## src/sv/kmp_pkg.sv

```systemverilog
// Shared types and constants for the k-transaction max profit block.
package kmp_pkg;

  localparam int PRICE_W  = 16;
  localparam int PROFIT_W = 31;
  localparam int BUY_W    = 33;
  localparam int K_W      = 5;

  localparam logic [PROFIT_W-1:0] PROFIT_MAX = {PROFIT_W{1'b1}};
  // Best-buy floor before any buy: -2^32
  localparam logic signed [BUY_W-1:0] BUY_FLOOR = {1'b1, {(BUY_W-1){1'b0}}};

  typedef logic [PRICE_W-1:0]         price_t;
  typedef logic [PROFIT_W-1:0]        profit_t;
  typedef logic signed [BUY_W-1:0]    buy_t;

  typedef enum logic [1:0] {
    ST_IDLE,
    ST_WALK,
    ST_FIN
  } kmp_state_t;

  // Slot store control
  typedef struct packed {
    logic we;   // write back the slot under update
    logic clr;  // drop all slots back to their cleared values
  } kmp_mem_ctl_t;

endpackage

```

## src/sv/kmp_slot_alu.sv

```systemverilog
// Shared slot update unit: one buy/sell slot update per cycle.
module kmp_slot_alu (
  input  kmp_pkg::profit_t below,     // sell value of the slot below, this day
  input  kmp_pkg::buy_t    buy_old,
  input  kmp_pkg::profit_t sell_old,
  input  kmp_pkg::price_t  price,
  output kmp_pkg::buy_t    buy_new,
  output kmp_pkg::profit_t sell_new
);
  import kmp_pkg::*;

  logic signed [BUY_W:0]   buy_plus;
  logic signed [BUY_W:0]   below_x;
  logic signed [BUY_W-1:0] cand_buy;
  logic                    take_new;
  profit_t                 cand_sell;

  // below - p > buy  <=>  below > buy + p; a new buy then sells back at below
  assign buy_plus = {buy_old[BUY_W-1], buy_old} + $signed({{(BUY_W+1-PRICE_W){1'b0}}, price});
  assign below_x  = $signed({{(BUY_W+1-PROFIT_W){1'b0}}, below});
  assign cand_buy = $signed({{(BUY_W-PROFIT_W){1'b0}}, below})
                  - $signed({{(BUY_W-PRICE_W){1'b0}}, price});
  assign take_new = below_x > buy_plus;

  always_comb begin
    if (take_new) begin
      cand_sell = below;
    end else if (buy_plus < 0) begin
      cand_sell = '0;
    end else if (buy_plus > $signed({{(BUY_W+1-PROFIT_W){1'b0}}, PROFIT_MAX})) begin
      cand_sell = PROFIT_MAX;
    end else begin
      cand_sell = buy_plus[PROFIT_W-1:0];
    end
  end

  assign buy_new  = take_new ? cand_buy : buy_old;
  assign sell_new = (cand_sell > sell_old) ? cand_sell : sell_old;

endmodule

```

## src/sv/kmp_slot_store.sv

```systemverilog
// Per-slot best-buy / best-sell memories with valid bits for fast clear.
module kmp_slot_store #(
  parameter int DEPTH  = 16,
  parameter int ADDR_W = 4
) (
  input  logic                  clk,
  input  logic                  rst_n,
  input  kmp_pkg::kmp_mem_ctl_t ctl,
  input  logic [ADDR_W-1:0]     wr_addr,
  input  kmp_pkg::buy_t         wr_buy,
  input  kmp_pkg::profit_t      wr_sell,
  input  logic [ADDR_W-1:0]     rd_addr,
  output kmp_pkg::buy_t         rd_buy,
  output kmp_pkg::profit_t      rd_sell
);
  import kmp_pkg::*;

  buy_t             buy_mem  [DEPTH];
  profit_t          sell_mem [DEPTH];
  logic [DEPTH-1:0] valid_r;
  buy_t             rd_buy_r;
  profit_t          rd_sell_r;
  logic             rd_vld_r;

  always_ff @(posedge clk) begin
    if (ctl.we) begin
      buy_mem[wr_addr]  <= wr_buy;
      sell_mem[wr_addr] <= wr_sell;
    end
    rd_buy_r  <= buy_mem[rd_addr];
    rd_sell_r <= sell_mem[rd_addr];
  end

  always_ff @(posedge clk) begin
    if (!rst_n || ctl.clr) begin
      valid_r  <= '0;
      rd_vld_r <= 1'b0;
    end else begin
      if (ctl.we) begin
        valid_r[wr_addr] <= 1'b1;
      end
      rd_vld_r <= valid_r[rd_addr];
    end
  end

  // untouched slots read as their cleared values
  assign rd_buy  = rd_vld_r ? rd_buy_r  : BUY_FLOOR;
  assign rd_sell = rd_vld_r ? rd_sell_r : '0;

endmodule

```

## src/sv/k_transaction_max_profit_core.sv

```systemverilog
// Top level: k-transaction max profit over a streamed price series.
//
// Input stream: one word per day, in_tdata[15:0] = price, in_tlast marks the
// final day of a series. Result stream: one word per series, emitted only
// for the tlast word, out_tdata[30:0] = profit (saturated), bit 31 zero.
// cfg_we/cfg_wdata set k (max trades); k above MAX_K is treated as MAX_K.
// Write k only between series or while no word is in flight.
//
// Each day walks slots 0..k-1 through one shared update unit, one slot per
// cycle; the slot memories have a registered read, so the read of the next
// slot overlaps the update of the current one. in_tready stays low after
// acceptance through the walk and ST_FIN, so a new word waits until the day
// is done; the result word is registered in ST_FIN of the tlast word.
// Running gain sum, previous price and day count update on acceptance.
//
// On the last day the result goes into an output register; the core is ready
// for the next series while that result waits. If a second result is ready
// while the first is still stalled, the core holds until out_tready.
// Reset (rst_n low, synchronous) sets k to 2, clears the slots via their valid
// bits, zeroes gain, previous price and day count and drops out_tvalid; no clearing pass.
module k_transaction_max_profit_core #(
  parameter int MAX_K = 16
) (
  input  logic                      clk,
  input  logic                      rst_n,
  input  logic                      cfg_we,
  input  logic [kmp_pkg::K_W-1:0]   cfg_wdata,     // max_trades
  input  logic                      in_tvalid,
  output logic                      in_tready,
  input  logic [15:0]               in_tdata,      // [15:0] price
  input  logic                      in_tlast,      // last_day
  output logic                      out_tvalid,
  input  logic                      out_tready,
  output logic [31:0]               out_tdata      // [30:0] profit, [31] zero
);
  import kmp_pkg::*;

  localparam int SLOT_W  = (MAX_K > 1) ? $clog2(MAX_K) : 1;
  localparam int KC_W    = $clog2(MAX_K + 1);
  localparam int DAY_SAT = 2 * MAX_K + 1;
  localparam int DAY_W   = $clog2(DAY_SAT + 1);

  kmp_state_t        state_r, state_nxt;
  logic [K_W-1:0]    cfg_r;
  price_t            price_r, price_nxt;
  logic              last_r, last_nxt;
  logic [KC_W-1:0]   k_r, k_nxt;
  logic [SLOT_W-1:0] slot_r, slot_nxt;
  profit_t           below_r, below_nxt;   // sell of the slot just updated
  price_t            prev_r, prev_nxt;
  profit_t           gain_r, gain_nxt;
  logic [DAY_W-1:0]  day_r, day_nxt;
  logic              out_valid_r, out_valid_nxt;
  profit_t           profit_r, profit_nxt;

  logic              acc;
  logic [KC_W-1:0]   k_in;
  logic [PROFIT_W:0] gain_sum;
  kmp_mem_ctl_t      mem_ctl;
  logic [SLOT_W-1:0] rd_addr;
  buy_t              rd_buy, buy_new;
  profit_t           rd_sell, sell_new;
  profit_t           result;

  assign in_tready  = (state_r == ST_IDLE);
  assign acc        = in_tvalid && in_tready;
  assign out_tvalid = out_valid_r;
  assign out_tdata  = {1'b0, profit_r};

  assign k_in = (int'(cfg_r) > MAX_K) ? KC_W'(MAX_K) : KC_W'(cfg_r);

  // greedy gain of this day, saturated
  assign gain_sum = {1'b0, gain_r} + (PROFIT_W+1)'(in_tdata - prev_r);

  // prime read at slot 0 on acceptance, then run one slot ahead of the update
  assign rd_addr = (state_r == ST_IDLE) ? '0 : slot_r + 1'b1;

  always_comb begin
    if (int'(day_r) < 2) begin
      result = '0;
    end else if (2 * int'(k_r) >= int'(day_r)) begin
      result = gain_r;
    end else begin
      result = below_r;   // zero when k is zero
    end
  end

  kmp_slot_store #(
    .DEPTH  (MAX_K),
    .ADDR_W (SLOT_W)
  ) u_store (
    .clk     (clk),
    .rst_n   (rst_n),
    .ctl     (mem_ctl),
    .wr_addr (slot_r),
    .wr_buy  (buy_new),
    .wr_sell (sell_new),
    .rd_addr (rd_addr),
    .rd_buy  (rd_buy),
    .rd_sell (rd_sell)
  );

  kmp_slot_alu u_alu (
    .below    (below_r),
    .buy_old  (rd_buy),
    .sell_old (rd_sell),
    .price    (price_r),
    .buy_new  (buy_new),
    .sell_new (sell_new)
  );

  always_comb begin
    state_nxt     = state_r;
    price_nxt     = price_r;
    last_nxt      = last_r;
    k_nxt         = k_r;
    slot_nxt      = slot_r;
    below_nxt     = below_r;
    prev_nxt      = prev_r;
    gain_nxt      = gain_r;
    day_nxt       = day_r;
    profit_nxt    = profit_r;
    out_valid_nxt = out_valid_r && !out_tready;
    mem_ctl       = '0;

    case (state_r)
      ST_IDLE: begin
        if (acc) begin
          price_nxt = in_tdata;
          last_nxt  = in_tlast;
          k_nxt     = k_in;
          slot_nxt  = '0;
          below_nxt = '0;
          prev_nxt  = in_tdata;
          if (day_r != '0 && in_tdata > prev_r) begin
            gain_nxt = gain_sum[PROFIT_W] ? PROFIT_MAX : gain_sum[PROFIT_W-1:0];
          end
          if (int'(day_r) < DAY_SAT) begin
            day_nxt = day_r + 1'b1;
          end
          state_nxt = (k_in == '0) ? ST_FIN : ST_WALK;
        end
      end
      ST_WALK: begin
        mem_ctl.we = 1'b1;
        below_nxt  = sell_new;
        if (int'(slot_r) == int'(k_r) - 1) begin
          state_nxt = ST_FIN;
        end else begin
          slot_nxt = slot_r + 1'b1;
        end
      end
      ST_FIN: begin
        if (!last_r) begin
          state_nxt = ST_IDLE;
        end else if (!out_valid_r || out_tready) begin
          profit_nxt    = result;
          out_valid_nxt = 1'b1;
          mem_ctl.clr   = 1'b1;
          prev_nxt      = '0;
          gain_nxt      = '0;
          day_nxt       = '0;
          state_nxt     = ST_IDLE;
        end
      end
      default: begin
        state_nxt = ST_IDLE;
      end
    endcase
  end

  always_ff @(posedge clk) begin
    if (!rst_n) begin
      state_r <= ST_IDLE;
    end else begin
      state_r <= state_nxt;
    end
  end

  always_ff @(posedge clk) begin
    if (!rst_n) begin
      cfg_r       <= K_W'(2);
      prev_r      <= '0;
      gain_r      <= '0;
      day_r       <= '0;
      out_valid_r <= 1'b0;
    end else begin
      if (cfg_we) begin
        cfg_r <= cfg_wdata;
      end
      prev_r      <= prev_nxt;
      gain_r      <= gain_nxt;
      day_r       <= day_nxt;
      out_valid_r <= out_valid_nxt;
    end
  end

  always_ff @(posedge clk) begin
    price_r  <= price_nxt;
    last_r   <= last_nxt;
    k_r      <= k_nxt;
    slot_r   <= slot_nxt;
    below_r  <= below_nxt;
    profit_r <= profit_nxt;
  end

endmodule

```

## config.mk

```make
export PLATFORM = sky130hd
export DESIGN_NAME = k_transaction_max_profit_core
export DESIGN_NICKNAME = d
export VERILOG_FILES = /design/src/sv/kmp_pkg.sv /design/src/sv/kmp_slot_alu.sv /design/src/sv/kmp_slot_store.sv /design/src/sv/k_transaction_max_profit_core.sv
export SDC_FILE = /design/constraint.sdc
export NUM_CORES = 2
export LEC_CHECK = 0
export BUFFER_PORTS_ARGS = -buffer_cell sky130_fd_sc_hd__buf_4
export CORE_MARGIN = 2
export CORE_UTILIZATION = 30
export DETAILED_ROUTE_END_ITERATION = 16
export PLACE_DENSITY = 0.44
export REMOVE_ABC_BUFFERS = 1
export SLEW_MARGIN = 10
export SYNTH_ARGS = -nofsm -noshare
export SYNTH_HDL_FRONTEND = slang
export SYNTH_SLANG_ARGS = --single-unit
```

## constraint.sdc

```tcl
create_clock -name clk -period 14.05 [get_ports clk]
set_clock_uncertainty 0.2 [all_clocks]
set_input_delay 2.81 -clock clk [delete_from_list [all_inputs] [get_ports clk]]
set_output_delay 2.81 -clock clk [all_outputs]
set_load 0.05 [all_outputs]
```

==> results.yml <==
cts:
  cts_buffers: 145
  cts_resized: 0
  cts_sinks: 1254
  post_cts_buffers: 0
  cts_buffer_depth: 3
  cts.clk_slew.worst_paths_ns: 0.06
  clock_latency_ns: 0.80
  cts-root-buf: "clkbuf_16"
  cts_tree: "built"
  ctsHoldBuffers: 0
  cts_max_level: 4
layout:
  area_growth_pct: 14.55
  nFillCells: 18125
  drive_gt1_frac: 0.09379
  num-nets-final: 4703
  design_area_um2: 63710
synthesis:
  ys_types: 73
  synth_top_area_frac: 0.6004
  yosysTopAreaCell: "edfxtp_1"
  synth_edf_count: 1112
  yosys_warnings: 0
  yosysSeqAreaShare: 0.6515
  synthTopCellsByArea: "edfxtp_1, dfxtp_1, a211oi_1"
  ys.flop_type: "edfxtp_1"
  synth_cells: 4491
  syn-mean-instance-area_um2: 12.38
  async_flop_share: 0
  ys_ff_latch: 1254
  synth_area_um2: 55610
timing:
  hold_slack_ns: 0.2597
  relSlewSlack: 0.2329
  setup-tns-final_ns: 0
  period_share: 0.7800
  finalCriticalPeriod_ns: 10.96
  worst_pin_slew_ns: 1.148
  hold_violations: 0
  setup_viol_count_final: 0
  rsz0062_at_grt: "false"
  slew_viol_final: 0
  fmax_mhz: 91.25
global_routing:
  overflow: 0
  grtUsageTotal: 0.1844
  antenna_found_initial: 7
  grt_pass1_vias: 35854
  grt_max_degree: 185
  grt_pass1_wl_mm: 254.9
place:
  placed_cell_area_um2: 59180
  dp_hpwl_mm: 98.73
  portBuffers: 59
  place.gp.congestion: 0.8600
floorplanning:
  initial_core_util: 0.3009
  std_cell_rows: 158
  die_area_um2: 188800
  fp.dieW_um: 434.6
  die_h_um: 434.6
  ios: 61
  core-area_um2: 184800
pwr:
  p_per_area_nw_per_um2: 235.7
  p_leak_nw: 21.27
  irDropWorstVdd_uv: 140.4
routing:
  via_per_inst: 5.171
  vias: 36814
  drtPass1Iterations: 6
  drt_iter0_drc: 3157
  drc_errors: 0
  wl_per_cell_um: 24.70
  routed_wl_mm: 175.8
  final_antenna_net_count: 0
critical_path:
  critPathLaunchType: "flip-flop"
  endpoint_kind: "flip-flop"
  crit_type: "reg -> reg"
  critPathMaxStageDelay_ns: 0.95
  cp_slowest_cell: "a211oi_2"
  required_ns: 14.29
  worstPathMaxFanout: 59
  crit_arrival_ns: 11.20
hold_path:
  hold_class: "reg -> reg"
job:
  drv_cap: 0
outcome:
  status: "finished clean"
==> state kept, by name, indices dropped and copies added (netlist names), 4 cells and up <==
| name | flops |
|---|---|
| below_r | 31 |
| cfg_r | 5 |
| day_r | 6 |
| gain_r | 31 |
| k_r | 5 |
| prev_r | 16 |
| price_r | 16 |
| profit_r | 31 |
| slot_r | 4 |
| u_store.buy_mem | 528 |
| u_store.rd_buy_r | 33 |
| u_store.rd_sell_r | 31 |
| u_store.sell_mem | 496 |
| u_store.valid_r | 16 |
==> cell usage after synthesis (27+ instances only) <==
library cell	number
ha_1	153
xnor2_1	53
xor2_1	42
nor3_1	41
nand2_1	687
a311oi_1	132
a221o_1	27
inv_1	93
a31oi_1	138
o21ai_0	79
mux2i_1	47
edfxtp_1	1112
a21o_1	39
nand3_1	65
clkbuf_1	250
a211oi_1	347
and2_1	291
nor2_1	168
a21oi_1	247
dfxtp_1	142
==> final timing paths <==
check                startpoint                       to  slack, ns  depth (start not counted)
max            u_store.rd_vld_r  u_store.sell_mem[6][26]       3.09                         30
min          u_store.valid_r[2]       u_store.valid_r[2]       0.26                          2
max reg2reg    u_store.rd_vld_r  u_store.sell_mem[6][26]       3.09                         30
min reg2reg  u_store.valid_r[2]       u_store.valid_r[2]       0.26                          2
==> cells in the final DEF (no fill, tap or decap), types with 53 or more instances in the layout <==
cell / Yosys / routed
edfxtp_1: 1112 / 1112
nand2_1: 687 / 686
a211oi_1: 347 / 343
and2_1: 291 / 291
a21oi_1: 247 / 245
buf_4: 4 / 165
nor2_1: 168 / 153
ha_1: 153 / 153
clkbuf_16: 0 / 147
dfxtp_1: 142 / 141
a31oi_1: 138 / 137
a311oi_1: 132 / 132
inv_1: 93 / 93
o21ai_0: 79 / 72
nand3_1: 65 / 65
xnor2_1: 53 / 53
==> cells by family (layout without fill, tap and decap cells) <==
kind of cell	after synthesis	count (layout)	share of synthesized area
AND/OR/NAND/NOR	1374	1374	0.1142
flip-flops	1254	1254	0.6515
AO/OA/AOI/OAI	1177	1177	0.1478
buffers and inverters	382	529	0.02637
adder cells (fa/ha/maj)	157	157	0.03586
XOR/XNOR	95	95	0.01496
multiplexers	51	51	0.009269
other	1	2	0.00006743
==> worst max-delay path, delay by kind of cell, from the launching register on <==
kind / cells / cell delay, ns
xor gates and xnor gates: 1 / 0.17
DFF: 1 / 0.46
buffers and inverters: 1 / 0.73
AOI/OAI and AO/OA: 17 / 6.26
and+or+nand+nor: 7 / 1.35
adders and majority gates: 4 / 1.34
==> per-layer routing <==
metal	vias up	wire length [µm]	global-route usage
li1	17093	-	-
met1	18671	83920	0.2658
met2	858	80990	0.2933
met3	192	7645	0.02332
met4	0	3276	0.04582
met5	-	0	0
==> report_power, final <==
group          internal, mW  switching [mW]  total [mW]
Sequential             5.63           0.360        5.99
Clock                  2.09            1.54        3.63
Combinational          1.53            3.87        5.40
==> final cells by class <==
class,instances,area (µm²),share of cell area
Clock buffer,205,4006,0.06289
Tap cell,2480,3103,0.04871
Timing Repair Buffer,169,1319,0.02070
Clock inverter,61,519.2,0.008150
Multi-Input combinational cell,2855,18160,0.2850
Inverter,94,360.3,0.005656
Antenna cell,1,2.502,0.00003928
Sequential cell,1254,36240,0.5688
==> metrics by stage <==
stage / power [mW] / cells / worst slack (ns) / utilization
final: 15.02 / 7119 / 3.091 / 0.3447
after global routing: 15.86 / 7119 / 2.421 / 0.3447
after CTS: 15.18 / 7118 / 3.024 / 0.3447
after floorplan: 9.553 / 4203 / -6.300 / -
after global placement: 11.48 / 6852 / 3.180 / 0.3202
after detailed placement: 11.50 / 6852 / 3.084 / 0.3202
No activity file was read; power rests on OpenSTA's default activity.
